**src/design/rqsd_pkg.sv**
```systemverilog
// Shared request/response types and codes for the reversible queue/stack deque.
package rqsd_pkg;

    localparam logic [2:0] REQ_URGENT  = 3'd0;
    localparam logic [2:0] REQ_NORMAL  = 3'd1;
    localparam logic [2:0] REQ_ADD     = 3'd2;
    localparam logic [2:0] REQ_PROCESS = 3'd3;
    localparam logic [2:0] REQ_STATUS  = 3'd4;

    localparam logic [1:0] RESP_POPPED = 2'd0;
    localparam logic [1:0] RESP_EMPTY  = 2'd1;
    localparam logic [1:0] RESP_STATUS = 2'd2;
    localparam logic [1:0] RESP_FULL   = 2'd3;

    typedef struct packed {
        logic [2:0]         req_type;
        logic signed [31:0] job_value;
    } req_t;

    typedef struct packed {
        logic [1:0]         resp_kind;
        logic signed [31:0] resp_value;
    } resp_t;

endpackage

```
**src/design/rqsd_ring.sv**
```systemverilog
// Ring storage for jobs: one write port, one read port with registered read data.
module rqsd_ring #(
    parameter int DEPTH  = 16,
    parameter int ADDR_W = 4
) (
    input  logic               aclk,
    input  logic               wr_en,
    input  logic [ADDR_W-1:0]  wr_addr,
    input  logic [31:0]        wr_data,
    input  logic               rd_en,
    input  logic [ADDR_W-1:0]  rd_addr,
    output logic [31:0]        rd_data
);

    logic [31:0] mem [DEPTH];
    logic [31:0] rd_data_reg;

    always_ff @(posedge aclk) begin
        if (wr_en) begin
            mem[wr_addr] <= wr_data;
        end
    end

    // Hold read data until the next read so a stalled item keeps its value.
    always_ff @(posedge aclk) begin
        if (rd_en) begin
            rd_data_reg <= mem[rd_addr];
        end
    end

    assign rd_data = rd_data_reg;

endmodule

```
**src/design/reversible_queue_stack_deque_top.sv**
```systemverilog
// Top level of the reversible queue/stack deque.
// Results go through the p1 registers, then m_data_reg; m_ready can stall them.
// One item per cycle if not stalled; ring state and memory access update at accept.
// Items that cause no result (mode changes, successful adds) leave no output.
// aresetn (synchronous, active low) empties the store and selects normal mode;
// ring contents are not cleared and are never read before being written.
module reversible_queue_stack_deque_top
    import rqsd_pkg::*;
#(
    parameter int DEPTH = 16
) (
    input  logic  aclk,
    input  logic  aresetn,
    input  logic  s_valid,
    output logic  s_ready,
    input  req_t  s_data,
    output logic  m_valid,
    input  logic  m_ready,
    output resp_t m_data
);

    localparam int PTR_W = (DEPTH > 1) ? $clog2(DEPTH) : 1;
    localparam int CNT_W = $clog2(DEPTH + 1);
    localparam logic [PTR_W:0] DEPTH_W = (PTR_W + 1)'(DEPTH);
    localparam logic [CNT_W-1:0] DEPTH_C = CNT_W'(DEPTH);

    // Physical index of logical position pos given base and orientation.
    function automatic logic [PTR_W-1:0] ring_index(
        input logic [PTR_W-1:0] base,
        input logic             flip,
        input logic [PTR_W-1:0] pos
    );
        logic [PTR_W:0] acc;
        if (flip) begin
            acc = {1'b0, base} + DEPTH_W - {1'b0, pos};
        end else begin
            acc = {1'b0, base} + {1'b0, pos};
        end
        if (acc >= DEPTH_W) begin
            acc = acc - DEPTH_W;
        end
        return acc[PTR_W-1:0];
    endfunction

    logic [PTR_W-1:0] base_reg, base_next;
    logic [CNT_W-1:0] count_reg, count_next;
    logic             flip_reg, flip_next;
    logic             urgent_reg, urgent_next;

    logic             wr_en, rd_en;
    logic [PTR_W-1:0] wr_addr, rd_addr;
    logic [31:0]      rd_data;
    logic             res_valid;
    logic [1:0]       res_kind;

    logic             p1_valid_reg;
    logic [1:0]       p1_kind_reg;
    logic [CNT_W-1:0] p1_count_reg;

    logic             m_valid_reg;
    resp_t            m_data_reg;

    logic             accept, out_free, advance;
    logic [CNT_W-1:0] count_m1;

    assign out_free = !m_valid_reg || m_ready;
    assign advance  = p1_valid_reg && out_free;
    assign s_ready  = !p1_valid_reg || out_free;
    assign accept   = s_valid && s_ready;
    assign count_m1 = count_reg - CNT_W'(1);

    always_comb begin
        base_next   = base_reg;
        count_next  = count_reg;
        flip_next   = flip_reg;
        urgent_next = urgent_reg;
        wr_en       = 1'b0;
        wr_addr     = ring_index(base_reg, flip_reg, count_reg[PTR_W-1:0]);
        rd_en       = 1'b0;
        rd_addr     = ring_index(base_reg, flip_reg, count_m1[PTR_W-1:0]);
        res_valid   = 1'b0;
        res_kind    = RESP_POPPED;
        unique case (s_data.req_type)
            REQ_URGENT: begin
                urgent_next = 1'b1;
            end
            REQ_NORMAL: begin
                if (urgent_reg) begin
                    urgent_next = 1'b0;
                    // Reverse the list: back becomes front, walk the other way.
                    if (count_reg != '0) begin
                        base_next = ring_index(base_reg, flip_reg, count_m1[PTR_W-1:0]);
                        flip_next = !flip_reg;
                    end
                end
            end
            REQ_ADD: begin
                if (count_reg >= DEPTH_C) begin
                    res_valid = 1'b1;
                    res_kind  = RESP_FULL;
                end else begin
                    wr_en      = 1'b1;
                    count_next = count_reg + CNT_W'(1);
                end
            end
            REQ_PROCESS: begin
                res_valid = 1'b1;
                if (count_reg == '0) begin
                    res_kind = RESP_EMPTY;
                end else begin
                    rd_en      = 1'b1;
                    count_next = count_m1;
                    if (!urgent_reg) begin
                        rd_addr   = base_reg;
                        base_next = ring_index(base_reg, flip_reg, PTR_W'(1));
                    end
                end
            end
            REQ_STATUS: begin
                res_valid = 1'b1;
                res_kind  = RESP_STATUS;
            end
            default: begin
                // Unused codes: ignore.
            end
        endcase
    end

    rqsd_ring #(
        .DEPTH  (DEPTH),
        .ADDR_W (PTR_W)
    ) u_ring (
        .aclk    (aclk),
        .wr_en   (accept && wr_en),
        .wr_addr (wr_addr),
        .wr_data (s_data.job_value),
        .rd_en   (accept && rd_en),
        .rd_addr (rd_addr),
        .rd_data (rd_data)
    );

    always_ff @(posedge aclk) begin
        if (!aresetn) begin
            base_reg   <= '0;
            count_reg  <= '0;
            flip_reg   <= 1'b0;
            urgent_reg <= 1'b0;
        end else if (accept) begin
            base_reg   <= base_next;
            count_reg  <= count_next;
            flip_reg   <= flip_next;
            urgent_reg <= urgent_next;
        end
    end

    always_ff @(posedge aclk) begin
        if (!aresetn) begin
            p1_valid_reg <= 1'b0;
        end else if (accept) begin
            p1_valid_reg <= res_valid;
        end else if (advance) begin
            p1_valid_reg <= 1'b0;
        end
    end

    always_ff @(posedge aclk) begin
        if (accept) begin
            p1_kind_reg  <= res_kind;
            p1_count_reg <= count_reg;
        end
    end

    always_ff @(posedge aclk) begin
        if (!aresetn) begin
            m_valid_reg <= 1'b0;
        end else if (out_free) begin
            m_valid_reg <= p1_valid_reg;
        end
    end

    always_ff @(posedge aclk) begin
        if (advance) begin
            m_data_reg.resp_kind <= p1_kind_reg;
            unique case (p1_kind_reg)
                RESP_POPPED: m_data_reg.resp_value <= rd_data;
                RESP_STATUS: m_data_reg.resp_value <= 32'(p1_count_reg);
                default:     m_data_reg.resp_value <= '0;
            endcase
        end
    end

    assign m_valid = m_valid_reg;
    assign m_data  = m_data_reg;

endmodule

```
**config.mk**
```make
export PLATFORM = sky130hd
export DESIGN_NAME = reversible_queue_stack_deque_top
export DESIGN_NICKNAME = d
export VERILOG_FILES = /design/src/design/rqsd_pkg.sv /design/src/design/rqsd_ring.sv /design/src/design/reversible_queue_stack_deque_top.sv
export SDC_FILE = /design/constraint.sdc
export NUM_CORES = 1
export LEC_CHECK = 0
export BUFFER_PORTS_ARGS = -buffer_cell sky130_fd_sc_hd__clkbuf_2
export CORE_ASPECT_RATIO = 0.8
export CORE_MARGIN = 2
export CORE_UTILIZATION = 30
export CTS_CLUSTER_SIZE = 28
export DETAILED_ROUTE_END_ITERATION = 10
export GPL_ROUTABILITY_DRIVEN = 0
export PLACE_DENSITY = 0.51
export SLEW_MARGIN = 40
export SYNTH_ARGS = -nofsm -noshare
export SYNTH_HDL_FRONTEND = slang
export SYNTH_SLANG_ARGS = --single-unit
export TNS_END_PERCENT = 1
```
**constraint.sdc**
```tcl
create_clock -name aclk -period 11.56 [get_ports aclk]
set_input_delay 1.734 -clock aclk [delete_from_list [all_inputs] [get_ports aclk]]
set_output_delay 1.734 -clock aclk [all_outputs]
set_load 0.02 [all_outputs]
```
# [Word level (Yosys, flattened, before mapping)]
# Memories as Yosys holds them, arrays and structs flattened. A register that Yosys moved wholly into a read port is not among the register bits.
# Index checks and enable logic that the tools add are counted.
[totals] mem_bits_rw=512 ff_bits=54 out_inout_bits=36 n_memories=1 word_cells=100 in_bits=39
[classes] addsub=13 n_reduce_logical=22 eq_ne=10 n_mux=39 n_lt_le_gt_ge=5
[mem_list] memory="u_ring.mem" words=16 word_bits=32 read_ports=1 rd_ports_with_merged_regs=1 wr=1 line_no="rqsd_ring.sv:15" source="logic [31:0] mem [DEPTH];"
[ops] operator="case mux 32 bit (2 select lines)" n=1
[ops] operator="2-to-1 mux 5 bit" n=11
[ops] operator="2-to-1 mux 4 bit" n=11
[ops] operator=">= comparator 5 bit, second input constant" n=5
[ops] operator="subtractor 4 x 1 -> 4 bit, second input constant" n=4
[ops] operator="adder 4 x 4 -> 5 bit" n=2
[ops] operator="2-to-1 mux 1 bit" n=10
[ops] operator="inequality test 2 bit, second input constant" n=5
[ops] operator="case mux 5 bit (2 select lines)" n=1
[ops] operator="subtractor 5 x 1 -> 5 bit, second input constant" n=2
[ops] operator="subtractor 5 x 4 -> 5 bit" n=2
[ops] operator="case mux 4 bit (2 select lines)" n=1
[ops] operator="AND reduction 4 bit" n=2
[ops] operator="nonzero test 2 bit" n=4
[ops] operator="equality test 3 x 2 -> 1 bit, second input constant" n=2
[ops] operator="case mux 2 bit (3 select lines)" n=1
[ops] operator="AND reduction 6 bit" n=1
[ops] operator="adder 4 x 1 -> 5 bit, second input constant" n=1
[ops] operator="adder 4 x 5 -> 5 bit, second input constant" n=1
[ops] operator="adder 5 x 1 -> 5 bit, second input constant" n=1
[ops] operator="logical NOT 5 bit" n=1
[ops] operator="nonzero test 5 bit" n=1
[ops] operator="logical AND 1 bit" n=4
[ops] operator="case mux 1 bit (2 select lines)" n=2
[ops] operator="10 further kinds" n=13

# [Logic depth before layout (Yosys ltp)]
# Gate-level depths: netlist of the first run.
[depth] depth_word=11 mapped_depth=13

# [By module]
# A second synthesis of the first run with hierarchy kept.
[hier_totals] cells_unflattened=1089 area_unflattened_um2=23022.1
[modules_own_cells] mod="rqsd_ring" area_each_um2=20155.6 cells_per_inst=838 seq_area_each_um2=16335.7 instances=1
[modules_own_cells] mod="reversible_queue_stack_deque_top" area_each_um2=2866.5 cells_per_inst=251 seq_area_each_um2=1491.4 instances=1

# [Worst setup path before layout of the first run]
# No wires, ideal clock.
[synth_timing] path_type="input-to-reg" startpoint="input m_ready" endpoint="memory u_ring.mem[0][0] (enable)" arrival_time_ns=5.137 cell_stages=6 setup_slack_ns=5.962 setup_ns=0.461 t_required_ns=11.099 cell_sequence="nand3b_1 nand2_1 inv_1 nand4b_1 or3_1 nor3_1"
[synth_via] elab_chain_len=6
[synth_lines] element="from (decl)" line_no="reversible_queue_stack_deque_top.sv:18" source="input logic m_ready,"
[synth_lines] element="logical OR 1 bit" line_no="reversible_queue_stack_deque_top.sv:66" source="assign out_free = !m_valid_reg || m_ready;"
[synth_lines] element="logical OR 1 bit" line_no="reversible_queue_stack_deque_top.sv:68" source="assign s_ready = !p1_valid_reg || out_free;"
[synth_lines] element="logical AND 1 bit" line_no="reversible_queue_stack_deque_top.sv:69" source="assign accept = s_valid && s_ready;"
[synth_lines] element="via accept" line_no="reversible_queue_stack_deque_top.sv:63" source="logic accept, out_free, advance;"
[synth_lines] element="logical AND 1 bit" line_no="reversible_queue_stack_deque_top.sv:134" source=".wr_en (accept && wr_en),"
[synth_lines] element="2-to-1 mux 1 bit" line_no="rqsd_ring.sv:19" source="if (wr_en) begin"
[synth_lines] element="2-to-1 mux 1 bit (not written as such)" line_no="rqsd_ring.sv:20" source="mem[wr_addr] <= wr_data;"
[synth_lines] element="to (decl)" line_no="rqsd_ring.sv:15"
# The timed path passes the listed nets, and every way through them passes these cells.

# [Worst setup path in the final report of the first run]
[layout_timing] startpoint="register count_reg[1]" endpoint="register u_ring.rd_data_reg[4], in the netlist u_ring.rd_data[4], read port of u_ring.mem (data pin)"
[layout_via] elab_chain_len=8
[layout_lines] element="from (decl)" line_no="reversible_queue_stack_deque_top.sv:46" source="logic [CNT_W-1:0] count_reg, count_next;"
[layout_lines] element="from (signal assigned)" line_no="reversible_queue_stack_deque_top.sv:150" source="count_reg <= count_next;"
[layout_lines] element="subtractor 5 x 1 -> 5 bit" line_no="reversible_queue_stack_deque_top.sv:70" source="assign count_m1 = count_reg - CNT_W'(1);"
[layout_lines] element="subtractor 5 x 4 -> 5 bit or adder 4 x 4 -> 5 bit (tied branches)" line_no="reversible_queue_stack_deque_top.sv:35, reversible_queue_stack_deque_top.sv:37"
[layout_lines] element="2-to-1 mux 5 bit" line_no="reversible_queue_stack_deque_top.sv:34" source="if (flip) begin"
[layout_lines] element="subtractor 4 x 1 -> 4 bit or >= comparator 5 bit (tied branches)" line_no="reversible_queue_stack_deque_top.sv:40, reversible_queue_stack_deque_top.sv:39"
[layout_lines] element="2-to-1 mux 4 bit" line_no="reversible_queue_stack_deque_top.sv:39" source="if (acc >= DEPTH_W) begin"
[layout_lines] element="2-to-1 mux 4 bit" line_no="reversible_queue_stack_deque_top.sv:113" source="if (!urgent_reg) begin"
[layout_lines] element="2-to-1 mux 4 bit" line_no="reversible_queue_stack_deque_top.sv:108" source="if (count_reg == '0) begin"
[layout_lines] element="2-to-1 mux 4 bit" line_no="reversible_queue_stack_deque_top.sv:83" source="unique case (s_data.req_type)"
[layout_lines] element="to (decl)" line_no="rqsd_ring.sv:16" source="logic [31:0] rd_data_reg;"
# Several ways; a longest one is shown, not always the timed one.
# A chain may end at the register's enable or synchronous reset.

==> results of run 1 <==
## kinds of logic after synthesis
group | share of synthesized area
flops | 0.7204
simple gates | 0.1092
compound gates | 0.08136
buf+inv | 0.02933
mux | 0.04424
fa+ha+maj | 0.01052
xor+xnor | 0.004955
## layer usage
layer  global-route usage  vias up  routed length, um
li1                     -     6940                  -
met1               0.2171     7908              30460
met2               0.2586      510              32330
met3              0.02866      106               4214
met4              0.04784        4               1425
met5                    0        -                 33
## cell usage in the layout, fill, tap and decap left out, types with 31 or more instances in the layout
master and n:
a21oi_1 80, a22oi_1 31, and2_1 34, buf_4 32, clkbuf_16 69, clkbuf_2 74, edfxtp_1 585, mux2_2 35
mux2i_1 70, nand3_1 254, nand4_1 65, nor3_1 74, o21ai_0 134, o22ai_1 67
## cells in the mapped netlist (18+ instances only)
library cell,n,area [sq um]
a21oi_1,82,410.4
a22oi_1,31,232.7
and2_1,34,212.7
buf_2,25,125.1
clkbuf_1,98,367.9
edfxtp_1,585,17570
inv_1,18,67.56
mux2_2,35,394.1
mux2i_1,70,700.7
nand3_1,255,1276
nand4_1,65,406.6
nor3_1,93,465.5
o21ai_0,134,670.6
o22ai_1,67,419.2
## final cells by class
class,count,area (sq um)
Tap cell,1104,1381
Clock inverter,30,282.8
Timing Repair Buffer,117,743.2
Fill cell,7902,53500
Sequential cell,598,17830
Clock buffer,83,1779
Multi-Input combinational cell,986,6400
Inverter,18,67.56
## worst min-delay path by stage
stage,end,slack [ps],cells after the start
final,m_data[29],510,1
after detailed placement,m_valid,490,1
after floorplan,p1_count_reg[3],400,0
after global routing,m_data[29],510,1
after global placement,m_valid,470,1
after CTS,m_data[29],500,1
## report_power, final
| part | total, mW | switching, mW | internal, mW |
|---|---|---|---|
| Sequential | 2.41 | 0.00628 | 2.40 |
| Clock | 2.04 | 0.839 | 1.20 |
| Combinational | 0.486 | 0.327 | 0.158 |
| Total | 4.94 | 1.17 | 3.76 |
## worst reg2reg max path: stages (launching register included)
cell,delay (ps)
dfxtp_1,530
inv_1,230
ha_1,270
xor2_1,360
ha_1,390
o32ai_1,370
nor4_2,120
nor3_4,200
buf_4,500
buf_4,620
mux2_2,420
a22oi_1,330
==> metrics.cfg, run 1 <==
[die]
num_io_pins = 75
initial_core_util = 0.3019
die_area_sq_um = 84810
rows = 94
core_area_sq_um = 81980
die_h_um = 260.9
die_w_um = 325.1

[worst_hold_path]
hp-class = reg -> reg
worstHoldStart = u_ring.rd_data[29]

[place]
place_inst = 2822
pre_cts_slack_ps = 6505
dp_hpwl_mm = 32.78
port_buffers = 74
placed_area_sq_um = 26380

[setup_path]
path_cells = inv_1, ha_1, xor2_1, ha_1, o32ai_1, nor4_2, nor3_4, buf_4, buf_4, mux2_2, a22oi_1
regToRegEndpoint = u_ring.rd_data[4]
arrival_ps = 4950
worst_path_max_delay_cell = buf_4
crit_required_ps = 11930
rr_startpoint = count_reg[1]
cp-start-kind = register
cp.depth = 11
slowest_delay_ps = 570
path_delay_family = buffers and inverters
cp_max_fo = 33
reg2reg_depth = 11
criticalPathCategory = reg -> reg
r2r_slack_ps = 6980
path_buf_inv = 3
critPathLaunch = count_reg[1]
end_kind = register
worstSetupEndpoint = u_ring.rd_data[4]

[sta]
hold_viol = 0
period_minus_slack_ps = 4576
hold_ws_ps = 506.6
fin_ws_ps = 6984
setup_tns_ps = 0
skew_ps = 18.44
worst_slew_pin_slew_ps = 877.3
finalCritPeriodShare = 0.3958
drv_slew = 0
final-setup-viol-count = 0
max_slew_margin = 0.4151
fmax_mhz = 218.5
grt_setup_unrepaired = no

[clocking]
path_clk_slew_ps = 60
cts_buffers = 66
worstSkewPairLatency_ps = 600
cts_root_buf = clkbuf_16
cts_buffer_depth = 3
cts_tree = yes
h-tree-depth = 3
cts-resized-gates = 0
clock_sinks = 598
post_cts_buffers = 0
cts_hold_buffers = 0

[detailed_routing]
antenna_left = 0
vias_per_cell = 5.268
routed_wirelength_mm = 68.47
first_pass_iters = 6
num_vias = 15470
drc = 0
drtIter0Drc = 1427
wire_per_inst_um = 23.32

[layout]
final_nets = 1845
largest_reg_flops = 512
design_area_sq_um = 28480
antennaDiodeCount = 0
syn_to_final_growth_pct = 15.10
drive_gt1_frac = 0.1534
final_core_util = 0.3474
instances_no_fill = 2936

[power_and_ir_drop]
finalPower_mw = 4.935
power.leakage_nw = 9.120
power.density_nw_per_um2 = 173.3
ir_worst_vdd_mv = 0.1091

[yosys]
synth_ff_type = edfxtp_1
syn_nets = 1803
synth-edff-count = 585
async_flop_share = 0
syn_area_sq_um = 24740
postSynthCellCount = 1745
synth_cell_types = 61
ys_seq_elements = 598
ys_seq_area_frac = 0.7204
yosysWarningCount = 0
syn_area_per_cell_sq_um = 14.18

[global_route]
grt_max_degree = 101
grt_pass1_vias = 15320
grt-ovfl-total = 0
antenna_found_initial = 2
grt_use_total = 0.1590
grt_first_pass_wirelength_mm = 101.1

[outcome]
status = finished clean

[flow_run]
cap_viol_max_count = 0

No activity file was read; power rests on OpenSTA's default activity.
==> run 2: changes to the inputs <==
- clock period: 11.56 -> 4.6 ns (I/O delays scaled with it)
==> run 2 against run 1 <==
First-iteration DRC count is 5.5% higher. Worst hold slack worse by 160 ps. Non-clock buffer count up 1. Flip-flop and latch count stayed put. Maximum frequency increased by 22%. Critical path depth decreased by 1. Global-route usage down 0.10 points. Clock power up 140%. Cell count grew 0.10%. Register-to-register slack got worse by 6100 ps. Combinational power grew to 2.5 times the previous value. Largest power group unchanged.
==> metrics.cfg, run 2 (synthesis results as in run 1) <==
[setup_path]
cp-start-kind = register
crit_required_ps = 5050  ; -6880 ps
reg2reg_depth = 10  ; -1
rr_startpoint = count_reg[0]
path_buf_inv = 2  ; -1
regToRegEndpoint = u_ring.rd_data[6]
arrival_ps = 4190  ; -760 ps
r2r_slack_ps = 860  ; -6130 ps
cp.depth = 10  ; -1
cp_max_fo = 12  ; -64%
criticalPathCategory = reg -> reg
path_delay_family = compound AO/OA/AOI/OAI gates
slowest_delay_ps = 530  ; -40 ps
worst_path_max_delay_cell = or3_2
critPathLaunch = count_reg[0]
worstSetupEndpoint = u_ring.rd_data[6]
path_cells = inv_1, ha_1, xor2_1, ha_1, o32a_1, a211oi_1, or3_2, buf_4, nand4_1, a22oi_1
cp_common_cell = ha_1
end_kind = register

[place]
port_buffers = 74  ; unchanged
dp_hpwl_mm = 33.81  ; +3.1%
pre_cts_slack_ps = 942.6  ; -5562 ps
placed_area_sq_um = 26570  ; +0.70%

[detailed_routing]
first_pass_iters = 5  ; -1
num_vias = 15370  ; -0.61%
routed_wirelength_mm = 68.51  ; about the same
wire_per_inst_um = 23.31  ; about the same
vias_per_cell = 5.231  ; -0.72%
drc = 0  ; unchanged
drtIter0Drc = 1505  ; +5.5%
antenna_left = 0  ; unchanged

[power_and_ir_drop]
power.leakage_nw = 9.149  ; +0.31%
switching_share = 0.2402  ; +0.002515
pwr-share-comb = 0.100  ; +0.002
power_frac_seq = 0.496  ; +0.008
p_int_mw = 9.282  ; +150%
finalPower_mw = 12.22  ; +150%
pwr-share-clk = 0.404  ; -0.009
ir_worst_vdd_mv = 0.2769  ; +150%
p_sw_mw = 2.935  ; +150%
power.density_nw_per_um2 = 427.8  ; +150%

[sta]
drv_slew = 0  ; unchanged
max_slew_margin = 0.4277  ; +0.01252
hold_viol = 0  ; unchanged
finalCritPeriodShare = 0.8137  ; +0.4178
final-setup-viol-count = 0  ; unchanged
fin_ws_ps = 857.2  ; -6127 ps
period_minus_slack_ps = 3743  ; -833.2 ps
skew_ps = 11.95  ; -6.490 ps
worst_slew_pin_slew_ps = 853.4  ; -23.93 ps
setup_tns_ps = 0  ; unchanged
grt_setup_unrepaired = no
fmax_mhz = 267.2  ; +22%

[layout]
final_nets = 1840  ; -0.27%
n_fill_cell = 7919  ; +0.22%
final_core_util = 0.3483  ; +0.0009010
design_area_sq_um = 28550  ; +0.26%
multiInputGateArea_sq_um = 6402  ; about the same
largest_reg_flops = 512  ; unchanged
layout_common_cells = 585 x edfxtp_1, 254 x nand3_1, 134 x o21ai_0
regArea_sq_um = 17830  ; unchanged
final_common_cell = edfxtp_1
drive_gt1_frac = 0.1532  ; -0.0001673
syn_to_final_growth_pct = 15.40

[clocking]
cts_root_buf = clkbuf_16
path_clk_slew_ps = 60  ; about the same
cts_buffer_depth = 3  ; unchanged
cts_hold_buffers = 0  ; unchanged
post_cts_buffers = 0  ; unchanged
cts_tree = yes
cts-resized-gates = 0  ; unchanged
h-tree-depth = 2  ; -1
clock_sinks = 598  ; unchanged
worstSkewPairLatency_ps = 630  ; +30 ps
cts_buffers = 60  ; -9.1%

[worst_hold_path]
worstHoldStart = s_valid
hp-class = in -> reg

[die]
rows = 94  ; unchanged
initial_core_util = 0.3019  ; unchanged
die_w_um = 325.1  ; unchanged
die_h_um = 260.9  ; unchanged
die_area_sq_um = 84810  ; unchanged
num_io_pins = 75  ; unchanged
core_area_sq_um = 81980  ; unchanged

[flow_run]
cap_viol_max_count = 0  ; unchanged

[global_route]
grt_use_total = 0.1580  ; -0.001027
grt_pass1_vias = 15110  ; -1.4%
grt_max_degree = 134  ; +33%
antenna_found_initial = 3  ; +1
grt-ovfl-total = 0  ; unchanged
grt_first_pass_wirelength_mm = 101.5  ; +0.46%

[outcome]
status = finished clean

-- run 2: changes by cell type in the layout (fill, tap and decap cells not counted), sizes merged --
cell and delta:
clkinvlp +1, diode +1, clkbuf -11, clkinv +9, bufinv +2, buf +1
-- run 2: metrics by stage --
stage	hold slack [ps]	instances
floorplan	402.9	1745
global placement	474.3	2821
detailed placement	490.0	2823
CTS	300.8	2937
global route	364.7	2939
finish	342.4	2939
-- run 2: area by class of cell --
cell class | count | share of cell area
sequential | 598 | 0.6243
multi-input combinational | 986 | 0.2242
clock buffer | 72 | 0.05490
tap | 1104 | 0.04837
timing repair buffer | 118 | 0.03159
clock inverter | 42 | 0.01415
inverter | 18 | 0.002366
antenna | 1 | 0.00008763
-- run 2: how the worst min path moves through the flow --
stage | to | slack [ps] | depth (start not counted)
2_1_floorplan | p1_count_reg[3] | 400 | 0
3_3_place_gp | m_valid | 470 | 1
4_1_cts | p1_valid_reg | 300 | 3
3_5_place_dp | m_valid | 490 | 1
5_1_grt | p1_valid_reg | 360 | 3
6_report | p1_valid_reg | 340 | 3
-- run 2: power by group through the flow --
stage / sequential, mW / clock [mW] / combinational (mW)
6_report: 6.06 / 4.93 / 1.23
5_1_grt: 6.05 / 5.24 / 1.34
4_1_cts: 6.06 / 5.04 / 1.23
3_5_place_dp: 6.17 / 0 / 1.23
3_3_place_gp: 6.17 / 0 / 1.20
2_1_floorplan: 6.17 / 0 / 0.786
-- run 2: per-layer routing --
metal,vias to the layer above,GRT usage,wire [um]
li1,6934,-,-
met1,7792,0.2249,31190
met2,557,0.2516,31320
met3,88,0.02660,4683
met4,2,0.03819,1301
met5,-,0,14
-- run 2: worst reg2reg max path: stages, from the launching register on --
cell	delay [ps]
dfxtp_1	500
inv_1	180
ha_1	270
xor2_1	250
ha_1	370
o32a_1	350
a211oi_1	470
or3_2	530
buf_4	330
nand4_1	110
a22oi_1	210
